[src/rtl/ssort_pkg.sv]
package ssort_pkg;

    localparam int WORD_W = 32;

    // One element of the set, two's complement.
    typedef logic signed [WORD_W-1:0] t_word;

endpackage

[src/rtl/ssort_ram.sv]
// Element store: one write port, one read port, registered read data.
module ssort_ram #(
    parameter int DEPTH = 64
) (
    input  logic                       i_clk,
    input  logic                       i_we,
    input  logic [$clog2(DEPTH)-1:0]   i_waddr,
    input  ssort_pkg::t_word           i_wdata,
    input  logic [$clog2(DEPTH)-1:0]   i_raddr,
    output ssort_pkg::t_word           o_rdata
);
    import ssort_pkg::*;

    t_word r_mem [DEPTH];
    t_word r_rdata;

    always_ff @(posedge i_clk) begin
        if (i_we) begin
            r_mem[i_waddr] <= i_wdata;
        end
        r_rdata <= r_mem[i_raddr];
    end

    assign o_rdata = r_rdata;

endmodule

[src/rtl/selection_sorter_core.sv]
// Selection sorter. Signed 32-bit words stream in on the slave side, one per
// accepted word, into an element store of DEPTH entries; the word with tlast
// set closes the set. Words arriving while the store is full are dropped and
// every output word of that set then carries tuser = 1. Once the set is
// closed, s_axis_tready goes low while the block sorts the store in place,
// ascending, by selection (earliest among equal values wins), then streams the
// sorted words out on the master side with tlast on the final one; the slave
// side reopens as soon as the last word sits in the output register. For a
// set of n held words, the sort walks the single read port of the store,
// scanning positions pos..n-1 for each pos from 0 to n-2, then swapping with
// two writes; emission reads each word from the store, then puts it in the
// output register, and holds it there while the sink stalls.
module selection_sorter_core #(
    parameter int DEPTH = 64
) (
    input  logic                   i_clk,
    input  logic                   i_rst_n,
    // slave side
    input  logic                   s_axis_tvalid,
    output logic                   s_axis_tready,
    input  logic [31:0]            s_axis_tdata,   // [31:0] sample_value
    input  logic                   s_axis_tlast,   // is_last
    // master side
    output logic                   m_axis_tvalid,
    input  logic                   m_axis_tready,
    output logic [31:0]            m_axis_tdata,   // [31:0] sorted_value
    output logic                   m_axis_tlast,   // run_end
    output logic                   m_axis_tuser    // [0] dropped_flag
);
    import ssort_pkg::*;

    localparam int AW = $clog2(DEPTH);
    localparam int CW = $clog2(DEPTH + 1);

    localparam logic [2:0] ST_LOAD   = 3'd0;
    localparam logic [2:0] ST_SCAN   = 3'd1;
    localparam logic [2:0] ST_SWAP_A = 3'd2;
    localparam logic [2:0] ST_SWAP_B = 3'd3;
    localparam logic [2:0] ST_EMIT   = 3'd4;

    // control
    logic [2:0]    r_state, n_state;
    logic [CW-1:0] r_count, n_count;   // words held
    logic          r_ovf,   n_ovf;     // a word was dropped
    logic [AW-1:0] r_pos,   n_pos;     // position being filled
    logic [CW-1:0] r_iss,   n_iss;     // next scan read address
    logic          r_dvld,  n_dvld;    // scan read data valid this cycle
    logic [AW-1:0] r_eidx,  n_eidx;    // next emit read address
    logic          r_pend,  n_pend;    // emit read data arrives this cycle
    logic          r_oval,  n_oval;
    // payload
    logic [AW-1:0] r_didx,  n_didx;    // address of returning scan data
    logic          r_plast, n_plast;
    t_word         r_best,  n_best;
    logic [AW-1:0] r_bidx,  n_bidx;
    t_word         r_posval, n_posval;
    t_word         r_odata, n_odata;
    logic          r_olast, n_olast;
    logic          r_ouser, n_ouser;

    // store port
    logic          mem_we;
    logic [AW-1:0] mem_waddr;
    t_word         mem_wdata;
    logic [AW-1:0] mem_raddr;
    t_word         mem_rdata;

    logic          in_acc;
    logic          out_acc;
    logic          full;
    logic [CW-1:0] last_idx;

    ssort_ram #(.DEPTH(DEPTH)) u_ram (
        .i_clk   (i_clk),
        .i_we    (mem_we),
        .i_waddr (mem_waddr),
        .i_wdata (mem_wdata),
        .i_raddr (mem_raddr),
        .o_rdata (mem_rdata)
    );

    assign s_axis_tready = (r_state == ST_LOAD);
    assign in_acc        = s_axis_tvalid && s_axis_tready;
    assign out_acc       = r_oval && m_axis_tready;
    assign full          = (r_count == CW'(DEPTH));
    assign last_idx      = r_count - CW'(1);

    always_comb begin
        n_state  = r_state;
        n_count  = r_count;
        n_ovf    = r_ovf;
        n_pos    = r_pos;
        n_iss    = r_iss;
        n_dvld   = 1'b0;
        n_eidx   = r_eidx;
        n_pend   = 1'b0;
        n_oval   = r_oval;
        n_didx   = r_didx;
        n_plast  = r_plast;
        n_best   = r_best;
        n_bidx   = r_bidx;
        n_posval = r_posval;
        n_odata  = r_odata;
        n_olast  = r_olast;
        n_ouser  = r_ouser;
        mem_we    = 1'b0;
        mem_waddr = r_count[AW-1:0];
        mem_wdata = s_axis_tdata;
        mem_raddr = r_iss[AW-1:0];

        // output register: drains on accept, refilled from the store
        if (out_acc) begin
            n_oval = 1'b0;
        end
        if (r_pend) begin
            n_oval  = 1'b1;
            n_odata = mem_rdata;
            n_olast = r_plast;
            n_ouser = r_ovf;
        end

        case (r_state)
            ST_LOAD: begin
                if (in_acc) begin
                    if (!full) begin
                        mem_we  = 1'b1;
                        n_count = r_count + CW'(1);
                    end else begin
                        n_ovf = 1'b1;
                    end
                    if (s_axis_tlast) begin
                        n_pos  = '0;
                        n_iss  = '0;
                        n_eidx = '0;
                        // a set of one word needs no sort
                        if (n_count == CW'(1)) begin
                            n_state = ST_EMIT;
                        end else begin
                            n_state = ST_SCAN;
                        end
                    end
                end
            end
            ST_SCAN: begin
                // issue reads pos..n-1, compare as data returns
                if (r_iss < r_count) begin
                    n_iss  = r_iss + CW'(1);
                    n_dvld = 1'b1;
                    n_didx = r_iss[AW-1:0];
                end
                if (r_dvld) begin
                    if (r_didx == r_pos) begin
                        n_best   = mem_rdata;
                        n_bidx   = r_pos;
                        n_posval = mem_rdata;
                    end else if (mem_rdata < r_best) begin
                        n_best = mem_rdata;
                        n_bidx = r_didx;
                    end
                    if (CW'(r_didx) == last_idx) begin
                        n_state = ST_SWAP_A;
                    end
                end
            end
            ST_SWAP_A: begin
                mem_we    = 1'b1;
                mem_waddr = r_pos;
                mem_wdata = r_best;
                n_state   = ST_SWAP_B;
            end
            ST_SWAP_B: begin
                mem_we    = 1'b1;
                mem_waddr = r_bidx;
                mem_wdata = r_posval;
                n_pos     = r_pos + AW'(1);
                n_iss     = CW'(r_pos) + CW'(1);
                if (CW'(r_pos) + CW'(2) == r_count) begin
                    n_state = ST_EMIT;
                end else begin
                    n_state = ST_SCAN;
                end
            end
            ST_EMIT: begin
                mem_raddr = r_eidx;
                if (r_pend) begin
                    if (r_plast) begin
                        n_state = ST_LOAD;
                        n_count = '0;
                        n_ovf   = 1'b0;
                    end
                end else if (!r_oval || m_axis_tready) begin
                    n_pend  = 1'b1;
                    n_plast = (CW'(r_eidx) == last_idx);
                    n_eidx  = r_eidx + AW'(1);
                end
            end
            default: begin
                n_state = ST_LOAD;
            end
        endcase
    end

    always_ff @(posedge i_clk) begin
        if (!i_rst_n) begin
            r_state <= ST_LOAD;
            r_count <= '0;
            r_ovf   <= 1'b0;
            r_pos   <= '0;
            r_iss   <= '0;
            r_dvld  <= 1'b0;
            r_eidx  <= '0;
            r_pend  <= 1'b0;
            r_oval  <= 1'b0;
        end else begin
            r_state <= n_state;
            r_count <= n_count;
            r_ovf   <= n_ovf;
            r_pos   <= n_pos;
            r_iss   <= n_iss;
            r_dvld  <= n_dvld;
            r_eidx  <= n_eidx;
            r_pend  <= n_pend;
            r_oval  <= n_oval;
        end
    end

    always_ff @(posedge i_clk) begin
        r_didx   <= n_didx;
        r_plast  <= n_plast;
        r_best   <= n_best;
        r_bidx   <= n_bidx;
        r_posval <= n_posval;
        r_odata  <= n_odata;
        r_olast  <= n_olast;
        r_ouser  <= n_ouser;
    end

    assign m_axis_tvalid = r_oval;
    assign m_axis_tdata  = r_odata;
    assign m_axis_tlast  = r_olast;
    assign m_axis_tuser  = r_ouser;

endmodule

[config.mk]
export PLATFORM = sky130hd
export DESIGN_NAME = selection_sorter_core
export DESIGN_NICKNAME = d
export VERILOG_FILES = /design/src/rtl/ssort_pkg.sv /design/src/rtl/ssort_ram.sv /design/src/rtl/selection_sorter_core.sv
export SDC_FILE = /design/constraint.sdc
export NUM_CORES = 2
export LEC_CHECK = 0
export ABC_AREA = 1
export BUFFER_PORTS_ARGS = -buffer_cell sky130_fd_sc_hd__buf_2
export CELL_PAD_IN_SITES_DETAIL_PLACEMENT = 1
export CELL_PAD_IN_SITES_GLOBAL_PLACEMENT = 2
export CORE_ASPECT_RATIO = 1.1
export CORE_MARGIN = 5
export CORE_UTILIZATION = 30
export DETAILED_ROUTE_END_ITERATION = 6
export GPL_TIMING_DRIVEN = 0
export MAX_ROUTING_LAYER = met4
export PLACE_DENSITY_LB_ADDON = 0.05
export SLEW_MARGIN = 20
export SYNTH_ARGS = -nofsm -noshare
export SYNTH_HDL_FRONTEND = slang
export SYNTH_SLANG_ARGS = --single-unit
[constraint.sdc]
create_clock -name i_clk -period 6.59 [get_ports i_clk]
set_input_delay 0.3295 -clock i_clk [delete_from_list [all_inputs] [get_ports i_clk]]
set_output_delay 0.3295 -clock i_clk [all_outputs]
set_load 0.01 [all_outputs]
==> results.json <==
{
  "fin_skew_ns": 0.0400,
  "worst-endpoint-required_ns": 7.21,
  "finalWirelength_um": 504000,
  "synthFlopType": "edfxtp_1",
  "numPortBuffers": 72,
  "synth.yosys.warnings": 0,
  "result_of_the_run": "finished clean",
  "clock.fmax_mhz": 182,
  "critical_path.max_stage_delay_ns": 0.85,
  "grt_usage": 0.301,
  "clock_path_buffers": 4,
  "post_route_cells_drive_above_1_share": 0.137,
  "detail-route-antenna-nets": 0,
  "timing.setup.tns_ns": 0,
  "critical_path_buf_inv_count": 10,
  "final_period_minus_worst_setup_slack_ns": 5.50,
  "gpl.final_weighted_congestion": 0.892,
  "drtIter0Drc": 7780,
  "antenna_found_initial": 45,
  "hold_viol_final": 0,
  "ys_seq_area_frac": 0.681,
  "wire_length_of_the_first_global_routing_pass_um": 668000,
  "crit_path_cell_trace": "buf_2, inv_2, nand3_1, clkbuf_1, o21ai_0, a21oi_1, nand3_1, nor3_2, buf_4, buf_4, buf_6, buf_4, buf_4, buf_4, buf_4",
  "htree_levels": 5,
  "detailed_place_hpwl_um": 383000,
  "stdcell_count": 14100,
  "die_w_um": 552,
  "cts_buffers": 273,
  "syn_inst": 8650,
  "core_region_area_mm2": 0.323,
  "synth.avg_cell_area_um2": 11.2,
  "setup.worst_path.end_class": "register",
  "dpl.cell_count": 13600,
  "clock_tree_from_tritoncts": "yes",
  "detailroute.via_count": 74000,
  "rows": 219,
  "grt_overflow": 0,
  "cts.repair.resized": 0,
  "ioPinCount": 73,
  "netlist-cell-type-count": 40,
  "drt-pass1-iter-count": 5,
  "critical_path.top_delay_family": "buffers and inverters",
  "worst_skew_pair.late_latency_ns": 0.94,
  "period_share": 0.834,
  "setup.worst_path.start_class": "register",
  "dieArea_mm2": 0.335,
  "timing_worst_setup_path_type": "register to register",
  "final-max-slew-violation-count": 0,
  "rsz0062_at_grt": "no",
  "min_path_type": "input port to register",
  "nNetsFinal": 9631,
  "start_util": 0.301,
  "height_of_the_die_um": 607,
  "async_set_or_reset_register_ratio_after_synthesis": 0,
  "vdd.ir_drop.worst_v": 0.000194,
  "static_leakage_nw": 45.3,
  "grt_start_max_net_pins": 49,
  "wl_per_cell_um": 35.8,
  "ys_ff_latch": 2224,
  "crit_path_frequent_cell": "buf_4",
  "avgViaCountPerCell": 5.26,
  "max_fanout_on_critical_path": 10,
  "post_synth_edffs": 2159,
  "timing.max_cap.violations": 0,
  "data_arrival_time_of_the_critical_path_ns": 6.12,
  "vias_in_the_first_global_route": 73000,
  "fillers": 35100,
  "cpMaxStageDelayCell": "a21oi_1",
  "relSlewSlack": 0.138,
  "final_setup_viols": 0,
  "synth.cell_area_mm2": 0.0971,
  "cts_root_buffer": "clkbuf_16",
  "flow.area_growth_from_synthesis_pct": 22.5,
  "mappedNetlistNets": 8730,
  "drt_drc_violations_left": 0,
  "worst_setup_hold_path_clk_slew_ns": 0.06,
  "ff2ff_setup_slack_ns": 1.09,
  "cts.sinks": 2224,
  "power_density_mw_per_mm2": 468,
  "worst-slew-pin-transition_ns": 1.29
}
-- registers in the layout, indices dropped and copies added (netlist names), 3 cells and up --
signal         count
u_ram.r_mem     2048
m_axis_tdata      32
r_best            32
r_posval          32
u_ram.o_rdata     32
r_count            7
r_iss              7
r_bidx             6
r_didx             6
r_eidx             6
r_pos              6
r_state            3
-- final timing paths --
path                                  startpoint                   to  depth (start not counted)
worst min register to register             r_ovf         m_axis_tuser                          0
worst min-delay path            s_axis_tdata[22]  u_ram.r_mem[25][22]                          4
worst max register to register        r_state[2]   u_ram.r_mem[52][9]                         15
worst max-delay path                  r_state[2]   u_ram.r_mem[52][9]                         15
-- worst register-to-register path, cell delays in order, from the launching register on --
cell and delay (ns):
dfxtp_1 0.30, buf_2 0.18, inv_2 0.09, nand3_1 0.20, clkbuf_1 0.58, o21ai_0 0.30
a21oi_1 0.86, nand3_1 0.57, nor3_2 0.56, buf_4 0.30, buf_4 0.22, buf_6 0.16
buf_4 0.20, buf_4 0.25, buf_4 0.22, buf_4 0.21
-- Yosys cell counts, types with 2 or more instances --
cell | n | area [um^2]
edfxtp_1 | 2159 | 64800
nand3_1 | 2109 | 10600
nand2_1 | 1588 | 5960
inv_1 | 1013 | 3800
nand3b_1 | 751 | 5640
buf_2 | 256 | 1280
clkbuf_1 | 226 | 848
nor2_1 | 108 | 405
buf_1 | 84 | 315
dfxtp_1 | 65 | 1300
a21oi_1 | 51 | 255
ha_1 | 43 | 538
o21ai_0 | 36 | 180
o211ai_1 | 34 | 255
or2_0 | 19 | 119
buf_4 | 15 | 113
nand4_1 | 14 | 87.6
nor3_1 | 14 | 70.1
or2_2 | 12 | 75.1
xor2_1 | 9 | 78.8
xnor2_1 | 7 | 61.3
inv_2 | 4 | 15.0
nor4_1 | 4 | 25.0
a211oi_1 | 3 | 22.5
nand2_2 | 3 | 18.8
o21a_1 | 3 | 22.5
o21ai_2 | 3 | 26.3
buf_6 | 2 | 22.5
nor3b_1 | 2 | 15.0
o21ai_1 | 2 | 10.0
or2_1 | 2 | 12.5
-- report_power, final --
group / switching [mW] / leakage, nW / internal (mW) / total (mW)
logic: 19.2 / 21.3 / 5.30 / 24.5
clock network: 6.26 / 4.00 / 8.26 / 14.5
registers: 0.269 / 20.0 / 16.4 / 16.7
-- per-layer routing --
metal	vias to the layer above	wire length [um]	global-route usage
met5	-	0	-
met4	0	20300	0.104
met3	637	27400	0.0396
met2	2495	240000	0.487
met1	39000	216000	0.391
li1	31900	-	-
-- through the flow --
| step | hold WS [ns] | util | setup slack (ns) | power (mW) | area [um^2] |
|---|---|---|---|---|---|
| after global routing | 0.0111 | 0.368 | 1.01 | 57.7 | 119000 |
| final | 0.00915 | 0.368 | 1.09 | 55.7 | 119000 |
| after CTS | 0.00748 | 0.368 | 1.10 | 55.9 | 119000 |
| after global placement | 0.428 | 0.318 | -5.18 | 40.7 | 103000 |
| after detailed placement | 0.427 | 0.343 | 1.11 | 41.3 | 111000 |
| after floorplan | 0.403 | - | 2.04 | 28.1 | 97100 |
-- final cells by class --
cell class	instances	area [um^2]	share of cell area
flip-flops and latches	2224	66100	0.556
inverters	1018	3820	0.0321
repair buffers	626	7710	0.0648
plain buffers	583	2610	0.0219
diodes	14	35.0	0.000295
clock inverters	106	713	0.00600
clock buffers	373	7500	0.0631
multi-input cells	4825	25000	0.210
well taps	4309	5390	0.0453
-- cells by family (layout without fill, tap and decap cells) --
| group | after synthesis | after routing | synth area share |
|---|---|---|---|
| other | 0 | 14 | 0 |
| DFF | 2224 | 2224 | 0.681 |
| xor gates and xnor gates | 17 | 17 | 0.00168 |
| adders and majority gates | 43 | 43 | 0.00554 |
| buffers and inverters | 1601 | 2706 | 0.0660 |
| and+or+nand+nor | 4628 | 4628 | 0.237 |
| AOI/OAI and AO/OA | 137 | 137 | 0.00842 |
-- what timing repair did --
action                     CTS  global route
hold buffers                11             0
hold endpoints to repair    63             0
setup endpoints to repair    0             0
buffers inserted             0             0
-- placed cells by master, fill, tap and decap left out, types with 14 or more instances in the layout --
master / n
a21oi_1: 51
buf_1: 76
buf_12: 95
buf_16: 89
buf_2: 337
buf_4: 326
buf_6: 45
clkbuf_1: 299
clkbuf_16: 287
clkinv_1: 61
clkinv_2: 26
dfxtp_1: 64
diode_2: 14
edfxtp_1: 2159
ha_1: 43
inv_1: 1012
nand2_1: 1588
nand3_1: 2108
nand3b_1: 751
nand4_1: 14
nor2_1: 52
nor2_4: 57
o211ai_1: 34
o21ai_0: 36
or2_0: 19
Note: power is estimated with default switching activity, not from simulation.
